### src/design/image_rotate_quarter_turn_defines.svh
// assertion macros used by the back end of the image rotate block
`ifndef IMAGE_ROTATE_QUARTER_TURN_DEFINES_SVH
`define IMAGE_ROTATE_QUARTER_TURN_DEFINES_SVH
`ifndef SYNTHESIS
`define IRQT_ASSERT(lbl, expr) \
	lbl: assert property (@(posedge clk) disable iff (!arst_n) (expr)) \
		else $error("%m: assertion failed");
`define IRQT_ASSERT_NEXT(lbl, pre, post) \
	lbl: assert property (@(posedge clk) disable iff (!arst_n) (pre) |=> (post)) \
		else $error("%m: assertion failed");
`else
`define IRQT_ASSERT(lbl, expr)
`define IRQT_ASSERT_NEXT(lbl, pre, post)
`endif
`endif

### src/design/irqt_queue.sv
// two-entry queue between front and back
`timescale 1ns / 1ps
module irqt_queue #(
	parameter int WIDTH = 38
) (
	input  logic             clk,
	input  logic             arst_n,
	input  logic             push,
	input  logic [WIDTH-1:0] push_data,
	output logic             full,
	input  logic             pop,
	output logic             pop_valid,
	output logic [WIDTH-1:0] pop_data
);
	localparam int DEPTH = 2;
	localparam int PW    = $clog2(DEPTH);
	localparam int NW    = $clog2(DEPTH + 1);

	logic [WIDTH-1:0] slot_q [DEPTH];
	logic [PW-1:0]    wr_ptr_q;
	logic [PW-1:0]    rd_ptr_q;
	logic [NW-1:0]    count_q;

	assign full      = (count_q == NW'(DEPTH));
	assign pop_valid = (count_q != '0);
	assign pop_data  = slot_q[rd_ptr_q];

	always_ff @(posedge clk) begin
		if (push)
			slot_q[wr_ptr_q] <= push_data;
	end

	always_ff @(posedge clk or negedge arst_n) begin
		if (!arst_n) begin
			wr_ptr_q <= '0;
			rd_ptr_q <= '0;
			count_q  <= '0;
		end else begin
			if (push)
				wr_ptr_q <= (wr_ptr_q == PW'(DEPTH - 1)) ? '0 : wr_ptr_q + PW'(1);
			if (pop)
				rd_ptr_q <= (rd_ptr_q == PW'(DEPTH - 1)) ? '0 : rd_ptr_q + PW'(1);
			if (push && !pop)
				count_q <= count_q + NW'(1);
			else if (pop && !push)
				count_q <= count_q - NW'(1);
		end
	end
endmodule

### config.mk
export PLATFORM = sky130hd
export DESIGN_NAME = irqt_queue
export DESIGN_NICKNAME = d
export VERILOG_FILES = /design/src/design/image_rotate_quarter_turn_defines.svh /design/src/design/irqt_queue.sv
export SDC_FILE = /design/constraint.sdc
export NUM_CORES = 1
export LEC_CHECK = 0
export ABC_AREA = 1
export BUFFER_PORTS_ARGS = -buffer_cell sky130_fd_sc_hd__buf_2
export CAP_MARGIN = 20
export CORE_ASPECT_RATIO = 1.2
export CORE_MARGIN = 2
export CORE_UTILIZATION = 51
export DETAILED_ROUTE_END_ITERATION = 6
export GPL_TIMING_DRIVEN = 0
export HOLD_SLACK_MARGIN = 0.08
export PLACE_DENSITY = 0.78
export SLEW_MARGIN = 20
export SYNTH_ARGS = -nofsm -noshare
export SYNTH_HDL_FRONTEND = slang
export SYNTH_SLANG_ARGS = --single-unit
### constraint.sdc
create_clock -name clk -period 3 [get_ports clk]
set_input_delay 0.3 -clock clk [delete_from_list [all_inputs] [get_ports clk]]
set_output_delay 0.3 -clock clk [all_outputs]
set_load 0.01 [all_outputs]
; ---- Yosys cells after proc, flatten, opt, wreduce, memory -nomap -nowiden
; Memories as Yosys holds them, arrays and structs flattened.
; Index checks and enable logic that the tools add are counted.
[totals]
memories = 1
elab_cells = 21
input_bits = 42
mem_bits_rw = 76
output_inout_bits = 40
ff_bits = 4
[op_classes]
n_addsub = 4
n_reduce_logical = 6
mux = 6
n_eq_ne = 1
[mem_list]
columns = name, words, width, read_ports, rd_clocked_by_memory_dff, write_ports, line_no
row1 = slot_q, 2, 38, 1, 0, 1, irqt_queue.sv:19  ; logic [WIDTH-1:0] slot_q [DEPTH];
[ops]
columns = op, n
row1 = 1-bit two-way mux, 4
row2 = 2-bit two-way mux, 2
row3 = 2-bit nonzero test, 2
row4 = 1-bit adder (second input constant), 2
row5 = 2-bit by 1-bit adder with 2-bit output (second input constant), 1
row6 = 2-bit == test (second input constant), 1
row7 = 1-bit logical AND, 2
row8 = 1-bit zero test, 2
row9 = 2-bit by 1-bit subtractor with 2-bit output (second input constant), 1

; ---- Longest topological paths before layout
[logic_depth]
word_depth = 4
ltp_mapped = 7
ltp_nobuf = 7

; ---- Worst setup path after synthesis
; OpenSTA, ideal clock, no wires.
[synth_timing]
kind = reg-to-reg
start = register wr_ptr_q
end = memory slot_q[0][0], enable pin
path_stages_with_launch = 2
n_path_buf = 0
t_arrival_ns = 2.013
period_less_slack_ns = 2.447
t_required_ns = 2.566
setup_ns = 0.434
path_slack_ns = 0.553
path_cell_list = dfrtp_1 -> nor2_1
[synth_lines]
columns = element, line_no
row1 = "start, declared", irqt_queue.sv:20  ; logic [PW-1:0] wr_ptr_q;
row2 = "start signal, assigned", irqt_queue.sv:40  ; wr_ptr_q <= (wr_ptr_q == PW'(DEPTH - 1)) ? '0 : wr_ptr_q + PW'(1);
row3 = "end, declared", irqt_queue.sv:19
; No word-level cell before the write port.

; ---- Final worst setup path
[layout_timing]
start = register rd_ptr_q
end = output port pop_data[7]
[layout_via]
elab_chain_cells = 1
[layout_lines]
columns = element, line_no
row1 = "start, declared", irqt_queue.sv:21  ; logic [PW-1:0] rd_ptr_q;
row2 = "start signal, assigned", irqt_queue.sv:42  ; rd_ptr_q <= (rd_ptr_q == PW'(DEPTH - 1)) ? '0 : rd_ptr_q + PW'(1);
row3 = memory read 2 x 38 bit, -
row4 = "end, declared", irqt_queue.sv:13  ; output logic [WIDTH-1:0] pop_data
; Every way passes these cells.

==> impl_metrics.yaml <==
outcome:
  status: "finished, final reports clean"
logic_synthesis:
  synth.most_common_cell: "edfxtp_1"
  syn-cell-area_um2: 3000
  yosysTopAreaCell: "edfxtp_1"
  ys_seq_area_share_pct: 79.5
  synth_cell_types: 15
  synthesis.instances: 143
  ys_warn_count: 0
  ys_top_cells_by_area: "edfxtp_1, mux2_2, mux2_4"
  synthFlopType: "edfxtp_1"
  netlist.area_leader.share_pct: 76.2
  ys_ff_latch: 80
  syn_avg_cell_area_um2: 20.9
  synthArstFlopShare_pct: 5.00
  synth_edf_count: 76
  synth_common_cells: "edfxtp_1, mux2_2, mux2_4"
  syn_nets: 186
layout:
  fin_util_pct: 66.8
  syn2layout_area_growth_pct: 26.4
  insertedDiodeCount: 0
  nNetsFinal: 281
  drive_gt1_share_pct: 57.6
setup_path:
  cp-start-kind: "register"
  end_kind: "output port"
  worstPathRequired_ps: 2700
  crit_path_max_fanout: 10
  crit_arrival_ps: 1500
  worst-setup-path-type: "reg2out"
route:
  viasPerCell: 4.90
  drtPass1Iterations: 4
  drc: 0
  drt_iter0_drc: 71
  ant_nets: 0
  wl_per_cell_um: 14.4
  vias: 1584
  routed_wl_mm: 4.64
floorplanning:
  start_util_pct: 52.8
  rows: 30
  dieArea_um2: 6500
  coreArea_um2: 5670
  ioPinCount: 82
  die_y_um: 88.0
  die_w_um: 74.0
hold_path:
  hold_path.class: "in2reg"
cts:
  cts_buffer_depth: 2
  clk_latency_ps: 330
  cts-buffers-inserted: 9
  htree_levels: 3
  cts_setup_buffers: 0
  cts.sinks: 80
  path_clk_slew_ps: 80
  root_buffer: "clkbuf_8"
  cts_tree: "done"
  cts_resized: 0
place:
  globalplace.congestion: 0.661
  hpwl_mm: 3.32
  io_buffers: 81
sta:
  finalCriticalPeriod_ps: 1800
  clock.fmax_mhz: 557
  rsz0062_at_grt: "false"
  period_share_pct: 59.9
  maxSlewViolCount: 0
  setup_viol: 0
  finalSetupTns_ps: 0
  finalClockSkew_ps: 6.32
  relSlewSlack_pct: 51.2
  finalHoldViolations: 0
  tightestPinTransition_ps: 730
power_and_ir_drop:
  irDropWorstVdd_uv: 587
  p_leak_nw: 1.50
  p_per_area_nw_per_um2: 911
global_route:
  grt_pass1_vias: 1600
  grt_use_total_pct: 14.8
  grt.overflow.total: 0
  grt_pass1_wl_mm: 6.93
  antenna_found_initial: 0
  grt_max_degree: 24
run:
  cap_violations: 0
[kinds of logic (layout without fill, tap and decap cells)]
| logic type | count (synthesis) | after routing | share of synthesized area, % |
|---|---|---|---|
| XOR/XNOR | 3 | 3 | 0.877 |
| adder cells (fa/ha/maj) | 1 | 1 | 0.418 |
| multiplexers | 38 | 38 | 15.5 |
| flip-flops | 80 | 80 | 79.5 |
| AND/OR/NAND/NOR | 10 | 10 | 1.38 |
| buffers and inverters | 11 | 111 | 2.26 |
[per-stage QoR]
stage	total power, mW	cell area [um2]	setup WS (ps)	hold slack [ps]	cells
2_1_floorplan	2.27	3000	553	4.41	143
3_3_place_gp	2.61	3500	-351	115	304
3_5_place_dp	2.68	3560	1380	114	306
4_1_cts	3.49	3780	1160	134	323
5_1_grt	3.62	3780	1110	131	323
6_report	3.45	3780	1200	153	323
[worst max-delay path, cell delays in order, from the launching register on]
cell     delay (ps)
dfrtp_1         380
buf_6           180
buf_8           170
mux2_4          310
buf_2           140
[state kept, by name, summed over array words and instances (netlist names)]
name,flops
slot_q,76
wr_ptr_q,1
rd_ptr_q,1
count_q,2
[routing by layer]
layer / part of all wire [%] / GRT usage, % / vias up
li1: - / - / 739
met1: 38 / 16.3 / 772
met2: 51 / 25.0 / 67
met3: 9.5 / 6.33 / 6
met4: 1.3 / 5.95 / 0
met5: 0 / 0 / -
[final timing paths]
path / cells past startpoint / slack, ps / to / startpoint
max: 4 / 1200 / pop_data[7] / rd_ptr_q
min: 1 / 150 / slot_q[0][26] / push_data[26]
max reg2reg: 2 / 1440 / slot_q[0][18] / wr_ptr_q
min reg2reg: 2 / 490 / count_q[1] / count_q[1]
max in group asynchronous: 2 / 2580 / count_q[1] / arst_n
min in group asynchronous: 2 / 300 / count_q[0] / arst_n
[cell type report]
class	count	area, um2
buffer	4	41.3
clock buffer	10	128
clock inverter	6	83.8
fill	380	1880
inverter	7	26.3
multi-input combinational	52	553
sequential	80	2380
tap	80	100
timing repair buffer	84	470
[layout by cell type, fill, tap and decap left out, types with 2 or more instances in the layout]
cell type | netlist | final
buf_16 | 0 | 2
buf_4 | 2 | 2
xor2_1 | 2 | 2
edfxtp_1 | 76 | 76
clkinv_1 | 0 | 2
inv_1 | 7 | 6
bufinv_16 | 0 | 2
buf_2 | 0 | 81
mux2_2 | 28 | 28
mux2_4 | 10 | 10
nand2_1 | 6 | 6
clkbuf_8 | 0 | 9
dfrtp_1 | 4 | 4
[what timing repair did]
item | in CTS | in global routing
endpoints found under the setup margin | 0 | 0
hold buffers | 1 | 0
hold endpoints to repair | 4 | 0
[report_power, final]
| part | total [mW] | switching [mW] | internal, mW |
|---|---|---|---|
| clock | 0.816 | 0.351 | 0.465 |
| combinational | 1.08 | 0.529 | 0.549 |
| sequential | 1.55 | 0.0687 | 1.48 |
| total | 3.45 | 0.949 | 2.50 |
Power figures use the tool's default switching activity.
