[src/design/image_rotate_quarter_turn_defines.svh]
// assertion macros used by the back end of the image rotate block
`ifndef IMAGE_ROTATE_QUARTER_TURN_DEFINES_SVH
`define IMAGE_ROTATE_QUARTER_TURN_DEFINES_SVH
`ifndef SYNTHESIS
`define IRQT_ASSERT(lbl, expr) \
	lbl: assert property (@(posedge clk) disable iff (!arst_n) (expr)) \
		else $error("%m: assertion failed");
`define IRQT_ASSERT_NEXT(lbl, pre, post) \
	lbl: assert property (@(posedge clk) disable iff (!arst_n) (pre) |=> (post)) \
		else $error("%m: assertion failed");
`else
`define IRQT_ASSERT(lbl, expr)
`define IRQT_ASSERT_NEXT(lbl, pre, post)
`endif
`endif

[src/design/irqt_pkg.sv]
// types and constants of the image rotate block
`timescale 1ns / 1ps
package irqt_pkg;
	localparam int SAMPLE_W    = 8;
	localparam int SIZE_W      = 7;
	localparam int CFG_INDEX_W = 2;

	localparam logic CMD_LOAD  = 1'b0;
	localparam logic CMD_DRAIN = 1'b1;

	localparam logic DIR_CW  = 1'b0;
	localparam logic DIR_CCW = 1'b1;

	localparam logic [CFG_INDEX_W-1:0] REG_DIRECTION = 2'd0;
	localparam logic [CFG_INDEX_W-1:0] REG_WIDTH     = 2'd1;
	localparam logic [CFG_INDEX_W-1:0] REG_HEIGHT    = 2'd2;

	localparam logic [SIZE_W-1:0] SIZE_RESET = 7'd64;

	typedef struct packed {
		logic                cmd;
		logic [SAMPLE_W-1:0] red;
		logic [SAMPLE_W-1:0] green;
		logic [SAMPLE_W-1:0] blue;
	} pixel_in_t;

	typedef struct packed {
		logic [SAMPLE_W-1:0] out_red;
		logic [SAMPLE_W-1:0] out_green;
		logic [SAMPLE_W-1:0] out_blue;
		logic                last_pixel;
	} pixel_out_t;

	// one classified operation handed from front to back
	typedef struct packed {
		logic                drain;
		logic                last;
		logic [SAMPLE_W-1:0] red;
		logic [SAMPLE_W-1:0] green;
		logic [SAMPLE_W-1:0] blue;
	} op_t;
endpackage

[src/design/irqt_front.sv]
// front end: config registers, raster counters and address generation
`timescale 1ns / 1ps
module irqt_front #(
	parameter int MAX_WIDTH   = 64,
	parameter int MAX_HEIGHT  = 64,
	parameter int SAMPLE_BITS = 8,
	parameter int AW          = 12
) (
	input  logic                                clk,
	input  logic                                arst_n,
	input  logic                                src_valid,
	output logic                                src_stall,
	input  irqt_pkg::pixel_in_t                 src_data,
	input  logic                                cfg_valid,
	output logic                                cfg_ready,
	input  logic [irqt_pkg::CFG_INDEX_W-1:0]    cfg_index,
	input  logic [irqt_pkg::SIZE_W-1:0]         cfg_data,
	input  logic                                full,
	output logic                                push,
	output irqt_pkg::op_t                       push_op,
	output logic [AW-1:0]                       push_addr
);
	import irqt_pkg::*;

	localparam int CW  = $clog2(MAX_WIDTH);
	localparam int RW  = $clog2(MAX_HEIGHT);
	localparam int KW0 = (CW > RW) ? CW : RW;
	localparam int KW  = ((KW0 > SIZE_W) ? KW0 : SIZE_W) + 1;
	localparam int SB  = (SAMPLE_BITS < SAMPLE_W) ? SAMPLE_BITS : SAMPLE_W;
	localparam logic [SAMPLE_W-1:0] SAMPLE_MASK = SAMPLE_W'((1 << SB) - 1);

	logic              dir_q;
	logic [SIZE_W-1:0] width_q;
	logic [SIZE_W-1:0] height_q;
	logic [CW-1:0]     load_col_q;
	logic [RW-1:0]     load_row_q;
	logic [CW-1:0]     drain_row_q;
	logic [RW-1:0]     drain_col_q;

	logic [SIZE_W-1:0] w;
	logic [SIZE_W-1:0] h;
	logic [KW-1:0]     w_k, h_k;
	logic [KW-1:0]     lcol, lrow, drow, dcol;
	logic [KW-1:0]     lcol_inc, lrow_inc, drow_inc, dcol_inc;
	logic [KW-1:0]     row_k, col_k;
	logic              accept;
	logic              is_drain;

	function automatic logic [SIZE_W-1:0] clamp_size(input logic [SIZE_W-1:0] v,
		input int maxv);
		if (v == '0)
			return SIZE_W'(1);
		else if (int'(v) > maxv)
			return SIZE_W'(maxv);
		else
			return v;
	endfunction

	always_comb begin
		w   = clamp_size(width_q, MAX_WIDTH);
		h   = clamp_size(height_q, MAX_HEIGHT);
		w_k = KW'(w);
		h_k = KW'(h);
		// a counter left beyond a shrunken bound restarts at zero
		lcol = (KW'(load_col_q) >= w_k) ? '0 : KW'(load_col_q);
		lrow = (KW'(load_row_q) >= h_k) ? '0 : KW'(load_row_q);
		drow = (KW'(drain_row_q) >= w_k) ? '0 : KW'(drain_row_q);
		dcol = (KW'(drain_col_q) >= h_k) ? '0 : KW'(drain_col_q);
		lcol_inc = lcol + KW'(1);
		lrow_inc = lrow + KW'(1);
		drow_inc = drow + KW'(1);
		dcol_inc = dcol + KW'(1);
		is_drain = (src_data.cmd == CMD_DRAIN);
		if (!is_drain) begin
			row_k = lrow;
			col_k = lcol;
		end else if (dir_q == DIR_CW) begin
			row_k = h_k - KW'(1) - dcol;
			col_k = drow;
		end else begin
			row_k = dcol;
			col_k = w_k - KW'(1) - drow;
		end
	end

	assign accept    = src_valid && !full;
	assign src_stall = full;
	assign cfg_ready = 1'b1;
	assign push      = accept;
	assign push_addr = AW'(row_k) * AW'(MAX_WIDTH) + AW'(col_k);

	always_comb begin
		push_op.drain = is_drain;
		push_op.last  = is_drain && (drow == w_k - KW'(1)) && (dcol == h_k - KW'(1));
		push_op.red   = src_data.red & SAMPLE_MASK;
		push_op.green = src_data.green & SAMPLE_MASK;
		push_op.blue  = src_data.blue & SAMPLE_MASK;
	end

	always_ff @(posedge clk or negedge arst_n) begin
		if (!arst_n) begin
			dir_q    <= DIR_CW;
			width_q  <= SIZE_RESET;
			height_q <= SIZE_RESET;
		end else if (cfg_valid) begin
			case (cfg_index)
				REG_DIRECTION: dir_q <= cfg_data[0];
				REG_WIDTH:     width_q <= cfg_data;
				REG_HEIGHT:    height_q <= cfg_data;
				default: ;
			endcase
		end
	end

	always_ff @(posedge clk or negedge arst_n) begin
		if (!arst_n) begin
			load_col_q  <= '0;
			load_row_q  <= '0;
			drain_row_q <= '0;
			drain_col_q <= '0;
		end else if (accept) begin
			if (!is_drain) begin
				if (lcol_inc >= w_k) begin
					load_col_q <= '0;
					load_row_q <= (lrow_inc >= h_k) ? '0 : RW'(lrow_inc);
				end else begin
					load_col_q <= CW'(lcol_inc);
					load_row_q <= RW'(lrow);
				end
			end else begin
				if (dcol_inc >= h_k) begin
					drain_col_q <= '0;
					drain_row_q <= (drow_inc >= w_k) ? '0 : CW'(drow_inc);
				end else begin
					drain_col_q <= RW'(dcol_inc);
					drain_row_q <= CW'(drow);
				end
			end
		end
	end
endmodule

[config.mk]
export PLATFORM = sky130hd
export DESIGN_NAME = irqt_front
export DESIGN_NICKNAME = d
export VERILOG_FILES = /design/src/design/image_rotate_quarter_turn_defines.svh /design/src/design/irqt_pkg.sv /design/src/design/irqt_front.sv
export SDC_FILE = /design/constraint.sdc
export NUM_CORES = 1
export LEC_CHECK = 0
export BUFFER_PORTS_ARGS = -buffer_cell sky130_fd_sc_hd__buf_2
export CAP_MARGIN = 20
export CORE_UTILIZATION = 35
export CTS_CLUSTER_DIAMETER = 40
export DETAILED_ROUTE_END_ITERATION = 8
export PLACE_DENSITY = 0.55
export SYNTH_ARGS = -nofsm -noshare
export SYNTH_HDL_FRONTEND = slang
export SYNTH_SLANG_ARGS = --single-unit
[constraint.sdc]
create_clock -name clk -period 8.3 [get_ports clk]
set_input_delay 1.66 -clock clk [delete_from_list [all_inputs] [get_ports clk]]
set_output_delay 1.66 -clock clk [all_outputs]
set_load 0.01 [all_outputs]
### Yosys cells after proc, flatten, opt, wreduce, memory -nomap -nowiden

Index checks and enable logic that the tools add are counted.

* bits in registers: 39
* output and inout port bits: 41
* word-level logic and storage cells: 61

* $add $sub $neg: 9
* $lt $le $gt $ge: 10
* equal/unequal tests: 4
* muxes and demuxes: 18
* bitwise operators: 1
* reduce and logical (&&, ||, !) cells: 12

Operators by type and width (count)
* $mux 6: 12
* $add 6x1->7 const B: 4
* $ge 6x7->1: 4
* $ge 7x7->1: 4
* $mux 7: 4
* $eq 6x8->1: 2
* $mux 8: 2
* $sub 7x1->8 const B: 2
* $gt 7x7->1 const B: 2
* $logic_not 7->1: 2
* $add 12x8->12: 1
* $reduce_and 2->1: 5
* $sub 8x6->8: 1
* $sub 6x6->6: 1
* $logic_and 1x1->1: 3
* $eq 2x1->1 const B: 1
* $eq 2x2->1 const B: 1
* $logic_not 2->1: 1
* $logic_not 1->1: 1
* $not 1->1: 1

### Logic depth before layout (Yosys ltp)

* depth in word-level cells: 9
* mapped depth: 25
* depth with buffers taken out: 24

### Worst setup path before layout

Ideal clock, no wire load.

* path type: reg2out
* start point: register width_q[1]
* end point: output port push_addr[10]
* arrival time: 4864 ps
* required time: 6640 ps
* setup slack: 1776 ps
* cell stages (with the launch flop): 25
* path buffers: 1
* cell sequence: dfrtp_1 or4_1 nor2_1 nor2_1 nor2_1 ha_1 nand2b_1 a21o_1 a21oi_1 o22ai_1 clkbuf_1 nor2_1 ha_1 inv_1 fa_1 a21o_1 a21o_1 a21o_1 a21oi_1 xor2_1 nor2_1 ha_1 fa_1 nand3_1 xor2_1

* word-level cells in the longest chain between the ends: 9
* elaborated cells on any way between the ends: 13
* those cells by class: add/sub: 3; order compare: 3; mux: 6; reduce/logical: 1

Ends and longest elaborated chain
* start, declared: RTL line irqt_front.sv:33 `logic [SIZE_W-1:0] width_q;`
* start signal, assigned: RTL line irqt_front.sv:108 `REG_WIDTH: width_q <= cfg_data;`
* $gt 7x7->1: RTL line irqt_front.sv:53 `else if (int'(v) > maxv)`
* $mux 7: RTL line irqt_front.sv:53
* $mux 7 *: RTL line irqt_front.sv:51 `if (v == '0)`
* $ge 6x7->1: RTL line irqt_front.sv:67 `drow = (KW'(drain_row_q) >= w_k) ? '0 : KW'(drain_row_q);`
* $mux 6: RTL line irqt_front.sv:67
* $sub 8x6->8: RTL line irqt_front.sv:82 `col_k = w_k - KW'(1) - drow;`
* $mux 8: RTL line irqt_front.sv:77 `end else if (dir_q == DIR_CW) begin`
* $mux 8 *: RTL line irqt_front.sv:74 `if (!is_drain) begin`
* $add 12x8->12 *: RTL line irqt_front.sv:90 `assign push_addr = AW'(row_k) * AW'(MAX_WIDTH) + AW'(col_k);`
* end, declared: RTL line irqt_front.sv:21 `output logic [AW-1:0] push_addr`

Mark *: on every way between the ends. The rest lies on a longest branch, timed or not.

### Worst setup path after layout

Same ends and word-level chain as after synthesis.

==> flow_summary.yaml <==
clock_network:
  cts_tree: "built"
  cts.sinks: 39
  root_buffer: "clkbuf_16"
  cts_buffer_depth: 2
  cts_hold_buf: 0
  insertion_delay_ns: 0.29
  cts_resized: 0
  cts_setup_buffers: 0
  cts_max_level: 2
  cts.clk_slew.worst_paths_ns: 0.07
  cts_buffers: 5
floorplanning:
  die_x_um: 115.6
  initial_utilization: 0.3577
  io_pins: 80
  core_um2: 12620
  die_area_um2: 13360
  row_count: 41
  die_height_um: 115.6
synth:
  synth_edf_count: 0
  syn_area_um2: 4514
  syn-num-nets: 653
  synth_seq_cells: 39
  synth_warnings: 0
  ys.flop_type: "dfrtp_1"
  syn-instance-count: 542
  synthDistinctLibCells: 61
  ys_async_sr_fraction: 1.000
  postSynthAreaPerCell_um2: 8.329
  synth_seq_area_share: 0.2167
sta:
  fin_skew_ns: 0.009871
  clock.fmax_mhz: 135.5
  hold_viol: 0
  tightest_slew_ns: 0.9922
  tns_ns: 0
  rsz0062_at_grt: "false"
  layout_setup_ws_ns: 0.9173
  period_share: 0.8895
  period_needed_ns: 7.383
  setup-violations-final: 0
  slew_headroom: 0.3385
  drv_slew: 0
cells_and_area:
  area_growth_pct: 6.125
  drive_above_1_share: 0.1125
  design_area_um2: 4791
  fin_cells: 714
  final_cell_mix: "ha_1, nand2_1, nor2_1, a21oi_1, dfrtp_1"
  multi_input_area_um2: 3189
  final_common_cell: "ha_1"
  diodes: 0
  nets: 652
  n_fill_cell: 1333
  seqCellArea_um2: 978.4
setup_path:
  arrival_ns: 5.72
  crit_chain: "or4_1 -> nor2_1 -> nor2_1 -> nor2_1 -> ha_1 -> nand2b_1 -> a21o_1 -> a21oi_1 -> o22ai_1 -> nor2_1 -> ha_1 -> inv_1 -> fa_1 -> a21o_1 -> a21o_1 -> a21o_1 -> a21oi_1 -> xor2_1 -> nor2_1 -> ha_1 -> fa_1 -> nand3_1 -> xor2_1 -> buf_2"
  end_kind: "primary output"
  critPathTopFamily: "simple AND/OR/NAND/NOR gates"
  cp_slowest_cell: "or4_1"
  startpoint_type: "register"
  critical_path_required_ns: 6.64
  path_class: "register to primary output"
  crit_top_cell: "nor2_1"
  cp_num_buf_inv: 2
  cp_max_fo: 11
  critical_path.max_stage_delay_ns: 0.54
placed_design:
  dpl_cell_area_um2: 4619
  place.gp.congestion: 0.8641
  place_hpwl_mm: 9.122
  dp.cells: 706
  io_buffer_count: 30
  pre_cts_slack_ns: 1.298
pwr:
  power_mw: 1.721
  cellLeakagePower_nw: 2.195
  vdd_drop_max_mv: 0.1383
  powerDensity_nw_per_um2: 359.2
global_route:
  grt_max_degree: 40
  antenna_found_initial: 0
  first_global_vias: 3800
  grt_use_total: 0.1839
  overflow: 0
  grt_pass1_wl_mm: 19.33
route:
  via_per_inst: 5.357
  drc: 0
  wl_per_cell_um: 16.11
  drt_iter0_drc: 229
  vias: 3825
  ant_nets: 0
  wl_mm: 11.51
  first_pass_iters: 4
flow_run:
  maxCapViolCount: 0
outcome:
  status: "finished clean"
worst_hold_path:
  hold_class: "register to register"
==> layout make-up <==
class,count,area share
multi-input cells,443,0.6657
flip-flops and latches,39,0.2042
well taps,172,0.04492
repair buffers,31,0.03291
clock buffers,5,0.02612
inverters,21,0.01645
clock inverters,3,0.009663
==> metal layers <==
metal | track usage | up-vias | wire [um]
met3 | 0.02563 | 11 | 371
li1 | - | 1929 | -
met1 | 0.2435 | 1821 | 5502
met5 | 0 | - | 0
met4 | 0.04935 | 0 | 156
met2 | 0.3126 | 64 | 5475
==> cells in the mapped netlist (all sizes together) (2+ instances only) <==
library cell  number  area [um2]
xor2              17       148.9
o311ai             2       17.52
dfstp              2       52.55
o22ai              4       25.02
and4               3       27.53
ha                69       863.3
nand4              9       56.30
o31ai              2       15.01
a2111oi            2       17.52
a31oi              3       18.77
fa                 3       60.06
or4                2       15.01
and3               2       12.51
nor4               4       25.02
a32o               5       50.05
dfrtp             37       925.9
nor2b             12       75.07
a21o              22       165.2
nor3               9       45.04
o21bai             2       15.01
nand3b             3       22.52
o21a               5       37.54
nor3b              4       30.03
nand2             59       221.5
mux2              16       180.2
nand3             16       80.08
or3                6       42.54
mux2i              3       30.03
buf               31       237.7
xnor2             12       105.1
and2               7       43.79
nor4b              2       17.52
nor2              41       153.9
a21oi             37       185.2
clkbuf             8       30.03
inv               21       78.82
nand2b            10       62.56
a211oi             4       30.03
a2bb2oi            2       17.52
o211ai             4       30.03
o21ai             26       130.1
==> registers in the layout, summed over array words and instances (netlist names) <==
| name | cells |
|---|---|
| drain_col_q | 6 |
| drain_row_q | 6 |
| height_q | 7 |
| load_col_q | 6 |
| width_q | 7 |
| load_row_q | 6 |
| dir_q | 1 |
==> tightest hold or removal path: cells and delay by family (launching register included) <==
| kind | cells | cell delay [ns] |
|---|---|---|
| flip-flops | 1 | 0.37 |
| AND/OR/NAND/NOR | 1 | 0.06 |
| AO/OA/AOI/OAI | 1 | 0.06 |
==> metrics by stage <==
stage	hold WS (ns)	utilization
after global routing	0.5457	0.3796
final	0.5156	0.3796
after CTS	0.5223	0.3796
after detailed placement	0.5076	0.3661
after floorplan	0.4624	-
after global placement	0.4926	0.3661
==> where the power goes <==
part | leakage (nW) | internal, mW | switching [mW] | total [mW]
registers | 0.468 | 0.245 | 0.0893 | 0.335
clock network | 0.0804 | 0.143 | 0.0884 | 0.232
logic | 1.65 | 0.488 | 0.666 | 1.15
==> path summary, 6_finish.rpt <==
kind / from / endpoint / slack (ns) / cells after the start
setup / recovery: width_q[1]$_DFFE_PN0P_ / push_addr[10] / 0.92 / 24
setup reg to reg: width_q[1]$_DFFE_PN0P_ / load_row_q[2]$_DFFE_PN0P_ / 3.07 / 20
min in group asynchronous: arst_n / drain_row_q[0]$_DFFE_PN0P_ / 1.50 / 1
hold reg to reg: drain_col_q[0]$_DFFE_PN0P_ / drain_col_q[0]$_DFFE_PN0P_ / 0.52 / 2
hold / removal: drain_col_q[0]$_DFFE_PN0P_ / drain_col_q[0]$_DFFE_PN0P_ / 0.52 / 2
max in group asynchronous: arst_n / load_row_q[2]$_DFFE_PN0P_ / 6.22 / 1
==> cells by family after synthesis <==
| kind of cell | count (synthesis) | share of synthesized area |
|---|---|---|
| simple gates | 191 | 0.2095 |
| compound gates | 131 | 0.1888 |
| fa+ha+maj | 72 | 0.2045 |
| buf+inv | 60 | 0.07677 |
| flops | 39 | 0.2167 |
| xor+xnor | 29 | 0.05626 |
| mux | 19 | 0.04656 |
| other cells | 1 | 0.0008307 |
(Power assumes the default switching activity.)
